File: config.mk
export PLATFORM = sky130hd
export DESIGN_NAME = utf8_stream_decoder
export DESIGN_NICKNAME = d
export VERILOG_FILES = /design/src/hdl/u8sd_pkg.sv /design/src/hdl/utf8_stream_decoder.sv /design/src/hdl/u8sd_front.sv /design/src/hdl/u8sd_queue.sv /design/src/hdl/u8sd_back.sv
export SDC_FILE = /design/constraint.sdc
export NUM_CORES = 1
export LEC_CHECK = 0
export ABC_AREA = 1
export BUFFER_PORTS_ARGS = -buffer_cell sky130_fd_sc_hd__buf_2
export CAP_MARGIN = 10
export CORE_ASPECT_RATIO = 0.9
export CORE_MARGIN = 2
export CORE_UTILIZATION = 50
export DETAILED_ROUTE_END_ITERATION = 8
export PLACE_DENSITY = 0.76
export SYNTH_ARGS = -nofsm -noshare
export SYNTH_HDL_FRONTEND = slang
export SYNTH_SLANG_ARGS = --single-unit
File: constraint.sdc
create_clock -name aclk -period 3.1 [get_ports aclk]
set_input_delay 0.775 -clock aclk [delete_from_list [all_inputs] [get_ports aclk]]
set_output_delay 0.775 -clock aclk [all_outputs]
set_load 0.01 [all_outputs]
File: src/hdl/u8sd_pkg.sv
// Shared types and constants for the UTF-8 stream decoder.
package u8sd_pkg;

    localparam int BYTE_W  = 8;
    localparam int CODE_W  = 21;
    localparam int CONT_W  = 6;
    localparam int QDEPTH  = 2;
    localparam int QPTR_W  = $clog2(QDEPTH);
    localparam int QCNT_W  = $clog2(QDEPTH + 1);
    localparam int MDATA_W = 24;

    // Byte classes that drive the automaton
    typedef enum logic [3:0] {
        CLS_ASCII    = 4'd0,   // 00..7F
        CLS_CONT_LO  = 4'd1,   // 80..8F
        CLS_LEAD2    = 4'd2,   // C2..DF
        CLS_LEAD3    = 4'd3,   // E1..EC, EE..EF
        CLS_LEAD_ED  = 4'd4,   // ED
        CLS_LEAD_F4  = 4'd5,   // F4
        CLS_LEAD4    = 4'd6,   // F1..F3
        CLS_CONT_HI  = 4'd7,   // A0..BF
        CLS_INVALID  = 4'd8,   // C0, C1, F5..FF
        CLS_CONT_MID = 4'd9,   // 90..9F
        CLS_LEAD_E0  = 4'd10,  // E0
        CLS_LEAD_F0  = 4'd11   // F0
    } byte_cls_t;

    // Automaton states, one-hot
    typedef enum logic [8:0] {
        ST_ACCEPT = 9'b000000001,
        ST_REJECT = 9'b000000010,
        ST_NEED1  = 9'b000000100,  // one continuation left
        ST_NEED2  = 9'b000001000,  // two left, any continuation
        ST_E0     = 9'b000010000,  // after E0: A0..BF only
        ST_ED     = 9'b000100000,  // after ED: 80..9F only
        ST_F0     = 9'b001000000,  // after F0: 90..BF only
        ST_NEED3  = 9'b010000000,  // three left, any continuation
        ST_F4     = 9'b100000000   // after F4: 80..8F only
    } dfa_state_t;

    // Classified item passed from front to back
    typedef struct packed {
        logic [BYTE_W-1:0] in_byte;
        byte_cls_t         cls;
    } cls_item_t;

    // Queue status seen by the top level
    typedef struct packed {
        logic              full;
        logic              empty;
        logic [QCNT_W-1:0] count;
    } q_status_t;

    // Back-end status seen by the top level
    typedef struct packed {
        logic reject;
        logic out_full;
    } back_status_t;

endpackage

File: src/hdl/utf8_stream_decoder.sv
// Top level of the UTF-8 stream decoder: classifier, queue and automaton.
//
//  channel  | dir | ports                       | payload
//  ---------+-----+-----------------------------+------------------------------------
//  s_       | in  | s_tvalid s_tready s_tdata   | [7:0] in_byte
//  m_       | out | m_tvalid m_tready m_tdata   | [20:0] code_point [21] complete
//           |     |                             | [22] error [23] zero
//
//  One byte in and one result out per cycle while m_ does not stall; the automaton
//  step in the back end sets this. An accepted byte is written into the queue, and
//  the back end steps it into the result register that drives m_tvalid.
//  Synchronous active-low reset returns the automaton to accept; s_tready is low
//  during reset and until the front end's ready register is set after it. A stall
//  on m_ fills the result register and then the two-entry queue before s_tready drops.
module utf8_stream_decoder
    import u8sd_pkg::*;
(
    input  logic               aclk,
    input  logic               aresetn,
    input  logic               s_tvalid,
    output logic               s_tready,
    input  logic [BYTE_W-1:0]  s_tdata,   // [7:0] in_byte
    output logic               m_tvalid,
    input  logic               m_tready,
    output logic [MDATA_W-1:0] m_tdata    // [20:0] code_point, [21] complete, [22] error
);

    logic         push;
    logic         pop;
    cls_item_t    push_item;
    cls_item_t    head_item;
    q_status_t    q_status;
    back_status_t b_status;

    u8sd_front u_front (
        .aclk      (aclk),
        .aresetn   (aresetn),
        .s_tvalid  (s_tvalid),
        .s_tready  (s_tready),
        .s_tdata   (s_tdata),
        .q_status  (q_status),
        .push      (push),
        .push_item (push_item)
    );

    u8sd_queue u_queue (
        .aclk      (aclk),
        .aresetn   (aresetn),
        .push      (push),
        .push_item (push_item),
        .pop       (pop),
        .head_item (head_item),
        .q_status  (q_status)
    );

    u8sd_back u_back (
        .aclk      (aclk),
        .aresetn   (aresetn),
        .q_status  (q_status),
        .head_item (head_item),
        .pop       (pop),
        .m_tvalid  (m_tvalid),
        .m_tready  (m_tready),
        .m_tdata   (m_tdata),
        .b_status  (b_status)
    );

`ifndef SYNTH
    a_cmpl_err_excl: assert property (@(posedge aclk) disable iff (!aresetn)
        m_tvalid |-> !(m_tdata[21] && m_tdata[22]))
        else $error("complete and error both set");

    a_code_zero: assert property (@(posedge aclk) disable iff (!aresetn)
        (m_tvalid && !m_tdata[21]) |-> (m_tdata[20:0] == 21'd0))
        else $error("code point not zero on incomplete result");

    a_reject_sticky: assert property (@(posedge aclk) disable iff (!aresetn)
        b_status.reject |=> b_status.reject)
        else $error("reject state left without reset");

    a_no_overflow: assert property (@(posedge aclk) disable iff (!aresetn)
        (q_status.full && !pop) |-> !push)
        else $error("push into full queue");
`endif

endmodule

File: src/hdl/u8sd_front.sv
// Front end: accepts input bytes and classifies them for the automaton.
module u8sd_front
    import u8sd_pkg::*;
(
    input  logic              aclk,
    input  logic              aresetn,
    input  logic              s_tvalid,
    output logic              s_tready,
    input  logic [BYTE_W-1:0] s_tdata,
    input  q_status_t         q_status,
    output logic              push,
    output cls_item_t         push_item
);

    function automatic byte_cls_t classify(input logic [BYTE_W-1:0] b);
        byte_cls_t c;
        if (b < 8'h80)       c = CLS_ASCII;
        else if (b < 8'h90)  c = CLS_CONT_LO;
        else if (b < 8'hA0)  c = CLS_CONT_MID;
        else if (b < 8'hC0)  c = CLS_CONT_HI;
        else if (b < 8'hC2)  c = CLS_INVALID;
        else if (b < 8'hE0)  c = CLS_LEAD2;
        else if (b == 8'hE0) c = CLS_LEAD_E0;
        else if (b == 8'hED) c = CLS_LEAD_ED;
        else if (b < 8'hF0)  c = CLS_LEAD3;
        else if (b == 8'hF0) c = CLS_LEAD_F0;
        else if (b < 8'hF4)  c = CLS_LEAD4;
        else if (b == 8'hF4) c = CLS_LEAD_F4;
        else                 c = CLS_INVALID;
        return c;
    endfunction

    logic ready_reg;
    logic ready_next;

    // Hold off new items while the queue is full
    always_comb begin
        ready_next = !(q_status.full) || (q_status.count != QCNT_W'(QDEPTH));
    end

    always_ff @(posedge aclk) begin
        if (!aresetn) begin
            ready_reg <= 1'b0;
        end else begin
            ready_reg <= 1'b1;
        end
    end

    assign s_tready          = ready_reg && ready_next;
    assign push              = s_tvalid && s_tready;
    assign push_item.in_byte = s_tdata;
    assign push_item.cls     = classify(s_tdata);

endmodule

File: src/hdl/u8sd_queue.sv
// Two-entry queue between the classifier and the automaton.
module u8sd_queue
    import u8sd_pkg::*;
(
    input  logic      aclk,
    input  logic      aresetn,
    input  logic      push,
    input  cls_item_t push_item,
    input  logic      pop,
    output cls_item_t head_item,
    output q_status_t q_status
);

    cls_item_t         mem [QDEPTH];
    logic [QPTR_W-1:0] wr_ptr_reg, wr_ptr_next;
    logic [QPTR_W-1:0] rd_ptr_reg, rd_ptr_next;
    logic [QCNT_W-1:0] count_reg, count_next;

    always_comb begin
        wr_ptr_next = wr_ptr_reg;
        rd_ptr_next = rd_ptr_reg;
        count_next  = count_reg;
        if (push) begin
            wr_ptr_next = (wr_ptr_reg == QPTR_W'(QDEPTH - 1)) ? '0 : wr_ptr_reg + 1'b1;
        end
        if (pop) begin
            rd_ptr_next = (rd_ptr_reg == QPTR_W'(QDEPTH - 1)) ? '0 : rd_ptr_reg + 1'b1;
        end
        if (push && !pop) begin
            count_next = count_reg + 1'b1;
        end else if (pop && !push) begin
            count_next = count_reg - 1'b1;
        end
    end

    always_ff @(posedge aclk) begin
        if (!aresetn) begin
            wr_ptr_reg <= '0;
            rd_ptr_reg <= '0;
            count_reg  <= '0;
        end else begin
            wr_ptr_reg <= wr_ptr_next;
            rd_ptr_reg <= rd_ptr_next;
            count_reg  <= count_next;
        end
    end

    always_ff @(posedge aclk) begin
        if (push) begin
            mem[wr_ptr_reg] <= push_item;
        end
    end

    assign head_item      = mem[rd_ptr_reg];
    assign q_status.full  = (count_reg == QCNT_W'(QDEPTH));
    assign q_status.empty = (count_reg == '0);
    assign q_status.count = count_reg;

endmodule

File: src/hdl/u8sd_back.sv
// Back end: runs the validating automaton and holds the result register.
module u8sd_back
    import u8sd_pkg::*;
(
    input  logic               aclk,
    input  logic               aresetn,
    input  q_status_t          q_status,
    input  cls_item_t          head_item,
    output logic               pop,
    output logic               m_tvalid,
    input  logic               m_tready,
    output logic [MDATA_W-1:0] m_tdata,
    output back_status_t       b_status
);

    function automatic dfa_state_t next_state(input dfa_state_t s, input byte_cls_t c);
        dfa_state_t n;
        n = ST_REJECT;
        case (s)
            ST_ACCEPT: begin
                case (c)
                    CLS_ASCII:   n = ST_ACCEPT;
                    CLS_LEAD2:   n = ST_NEED1;
                    CLS_LEAD3:   n = ST_NEED2;
                    CLS_LEAD_E0: n = ST_E0;
                    CLS_LEAD_ED: n = ST_ED;
                    CLS_LEAD_F0: n = ST_F0;
                    CLS_LEAD4:   n = ST_NEED3;
                    CLS_LEAD_F4: n = ST_F4;
                    default:     n = ST_REJECT;
                endcase
            end
            ST_NEED1: begin
                if (c == CLS_CONT_LO || c == CLS_CONT_MID || c == CLS_CONT_HI) n = ST_ACCEPT;
            end
            ST_NEED2: begin
                if (c == CLS_CONT_LO || c == CLS_CONT_MID || c == CLS_CONT_HI) n = ST_NEED1;
            end
            ST_E0: begin
                if (c == CLS_CONT_HI) n = ST_NEED1;
            end
            ST_ED: begin
                if (c == CLS_CONT_LO || c == CLS_CONT_MID) n = ST_NEED1;
            end
            ST_F0: begin
                if (c == CLS_CONT_MID || c == CLS_CONT_HI) n = ST_NEED2;
            end
            ST_NEED3: begin
                if (c == CLS_CONT_LO || c == CLS_CONT_MID || c == CLS_CONT_HI) n = ST_NEED2;
            end
            ST_F4: begin
                if (c == CLS_CONT_LO) n = ST_NEED2;
            end
            default: n = ST_REJECT;
        endcase
        return n;
    endfunction

    dfa_state_t        state_reg, state_next;
    logic [CODE_W-1:0] partial_reg, partial_next;
    logic              out_valid_reg;
    logic [CODE_W-1:0] out_code_reg, out_code_next;
    logic              out_cmpl_reg, out_cmpl_next;
    logic              out_err_reg, out_err_next;
    logic [BYTE_W-1:0] lead_mask;

    // Advance when the output register is empty or being drained
    assign pop = !q_status.empty && (!out_valid_reg || m_tready);

    always_comb begin
        lead_mask  = 8'hFF >> head_item.cls;
        state_next = next_state(state_reg, head_item.cls);
        if (state_reg != ST_ACCEPT) begin
            partial_next = {partial_reg[CODE_W-CONT_W-1:0], head_item.in_byte[CONT_W-1:0]};
        end else begin
            partial_next = CODE_W'(lead_mask & head_item.in_byte);
        end
        out_cmpl_next = (state_next == ST_ACCEPT);
        out_err_next  = (state_next == ST_REJECT);
        out_code_next = out_cmpl_next ? partial_next : '0;
    end

    always_ff @(posedge aclk) begin
        if (!aresetn) begin
            state_reg     <= ST_ACCEPT;
            partial_reg   <= '0;
            out_valid_reg <= 1'b0;
        end else begin
            if (pop) begin
                state_reg   <= state_next;
                partial_reg <= partial_next;
            end
            if (pop) begin
                out_valid_reg <= 1'b1;
            end else if (m_tready) begin
                out_valid_reg <= 1'b0;
            end
        end
    end

    always_ff @(posedge aclk) begin
        if (pop) begin
            out_code_reg <= out_code_next;
            out_cmpl_reg <= out_cmpl_next;
            out_err_reg  <= out_err_next;
        end
    end

    assign m_tvalid          = out_valid_reg;
    assign m_tdata           = {1'b0, out_err_reg, out_cmpl_reg, out_code_reg};
    assign b_status.reject   = (state_reg == ST_REJECT);
    assign b_status.out_full = out_valid_reg;

endmodule

==> results.sh <==
export IMPL_status="complete, no violations"
export IMPL_grt_usage=0.205
export IMPL_post_cts_resized=0
export IMPL_criticalPathCategory="flop to flop"
export IMPL_post_route_drc_count=0
export IMPL_port_buffers=36
export IMPL_syn_inst=432
export IMPL_max_freq_mhz=391
export IMPL_drt_initial_drc_count=242
export IMPL_gp_congestion=0.923
export IMPL_setup_viol_count_final=0
export IMPL_io_pins=38
export IMPL_final_nets=483
export IMPL_cts_buffers_inserted=9
export IMPL_clock_sinks=78
export IMPL_worstSkewPairLatency_ns=0.35
export IMPL_final_common_cell="nand2_1"
export IMPL_clockRootBuffer="clkbuf_8"
export IMPL_synth_top_area_cell="edfxtp_1"
export IMPL_clk_path_buf_depth=2
export IMPL_max_slew_margin=0.627
export IMPL_period_needed_ns=2.56
export IMPL_powerDensity_nw_per_um2=963
export IMPL_fin_cells=568
export IMPL_worstPathArrival_ns=2.74
export IMPL_cp_max_fo=14
export IMPL_startpoint_type="flop"
export IMPL_grt_pass1_vias=2806
export IMPL_wl_met2_um=3390
export IMPL_holdCritPathClass="flop to flop"
export IMPL_post_cts_buffers=0
export IMPL_synth_area_leaders="edfxtp_1, dfxtp_1, nand2_1"
export IMPL_seq_area_frac_synth=0.551
export IMPL_worst_pin_slew_ns=0.560
export IMPL_syn2layout_area_growth_pct=12.2
export IMPL_synth_seq_cells=78
export IMPL_synth_top_area_share=0.383
export IMPL_tns_ns=0
export IMPL_ctsHoldBuffers=0
export IMPL_grt_pass1_wl_um=12800
export IMPL_die_area_um2=8080
export IMPL_worstPathRequired_ns=3.28
export IMPL_fin_skew_ns=0.0126
export IMPL_final_hold_viol_count=0
export IMPL_wl_um=7360
export IMPL_rows=29
export IMPL_core_um2=7110
export IMPL_ys_warnings_count=0
export IMPL_drt_antenna_violating_nets=0
export IMPL_finalCritPeriodShare=0.826
export IMPL_layout_drive_gt1_share=0.200
export IMPL_die_h_um=85.5
export IMPL_grt_max_degree=57
export IMPL_cts_max_level=3
export IMPL_syn_nets=445
export IMPL_yosysUniqueCellTypes=35
export IMPL_largest_reg_flops=24
export IMPL_start_util=0.518
export IMPL_cts_tree="yes"
export IMPL_cts_clk_slew_worst_paths_ns=0.09
export IMPL_hpwl_um=5400
export IMPL_syn_avg_cell_area_um2=8.53
export IMPL_via_per_inst=5.06
export IMPL_p_leak_uw=0.00176
export IMPL_via_count=2874
export IMPL_finalMaxSlewViolations=0
export IMPL_end_kind="flop"
export IMPL_wl_met1_um=3420
export IMPL_rsz0062_at_grt="false"
export IMPL_grt_overflow=0
export IMPL_mostFrequentLayoutCells="nand2_1, inv_1, nor2_1, edfxtp_1, buf_2"
export IMPL_netlist_area_um2=3690
export IMPL_vdd_drop_max_mv=0.390
export IMPL_max_cap_violations=0
export IMPL_highest_signal_layer="met4"
export IMPL_dieWidth_um=94.5
export IMPL_antenna_found_initial=0
export IMPL_drtPass1Iterations=4
export IMPL_place_inst=552
export IMPL_route_met3_wl_um=389
export IMPL_antenna_cells=0
export IMPL_wl_per_cell_um=13.0
==> cell usage after synthesis, drive strengths merged <==
cell type	n
o2111ai	1
buf	6
o21ai	27
ha	1
o21a	1
o211ai	3
dfxtp	31
nor2	68
or2	4
inv	63
edfxtp	47
nand4	4
nor4	1
conb	1
clkbuf	8
a31o	1
nand2	94
nor3	6
o221ai	2
a21oi	34
nand3	25
a21boi	2
a211oi	2
==> power by group <==
part           leakage [uW]  switching, uW  internal, uW  total, uW
Clock             0.0000905            381           317        698
Combinational      0.000968           1140           519       1660
Sequential         0.000705            162          1470       1630
==> final cells by class <==
cell class | instances | area (um^2)
Clock buffer | 10 | 138
Timing Repair Buffer | 41 | 218
Tap cell | 93 | 116
Fill cell | 654 | 2980
Multi-Input combinational cell | 277 | 1350
Clock inverter | 6 | 46.3
Sequential cell | 78 | 2030
Inverter | 63 | 236
==> worst paths after layout <==
check	from	endpoint	slack, ns	cells after the start
worst max-delay path	flop	u_back.out_code_reg[10]$_SDFFCE_PP0P_	0.54	10
worst min-delay path	u_queue.rd_ptr_reg$_SDFFE_PN0P_	u_queue.rd_ptr_reg$_SDFFE_PN0P_	0.46	1
worst max register to register	flop	u_back.out_code_reg[10]$_SDFFCE_PP0P_	0.54	10
worst min register to register	u_queue.rd_ptr_reg$_SDFFE_PN0P_	u_queue.rd_ptr_reg$_SDFFE_PN0P_	0.46	1
==> logic make-up (layout without fill, tap and decap cells) <==
family	Yosys count	in the layout	synth area share
DFF	78	78	0.551
AOI/OAI and AO/OA	73	73	0.115
and+or+nand+nor	202	202	0.244
adders and majority gates	1	1	0.00339
buffers and inverters	77	120	0.0859
other	1	1	0.00102
==> routing by layer <==
metal  vias to the layer above  track usage
li1                       1477            -
met1                      1303        0.271
met2                        80        0.325
met3                        14       0.0409
met4                         0       0.0949
met5                         -            0
==> stage by stage <==
stage | utilization | setup WS [ns] | hold slack (ns) | total power (uW) | instance area, um^2
6_report | 0.581 | 0.539 | 0.461 | 3980 | 4140
2_1_floorplan | - | 0.695 | 0.425 | 2850 | 3690
4_1_cts | 0.581 | 0.533 | 0.453 | 3980 | 4140
5_1_grt | 0.581 | 0.220 | 0.480 | 4320 | 4140
3_3_place_gp | 0.556 | 0.717 | 0.435 | 3260 | 3950
3_5_place_dp | 0.556 | 0.573 | 0.443 | 3290 | 3950
==> critical path, stage by stage, from the launching register on <==
cell     delay, ns
dfxtp_1       0.61
inv_2         0.23
o21ai_4       0.30
nand2_2       0.12
nor2_2        0.14
nor2_1        0.08
nand2_1       0.08
nand2_2       0.06
nor2_4        0.15
nand4_2       0.38
nor2_1        0.24
Note: power is estimated with default switching activity, not from simulation.
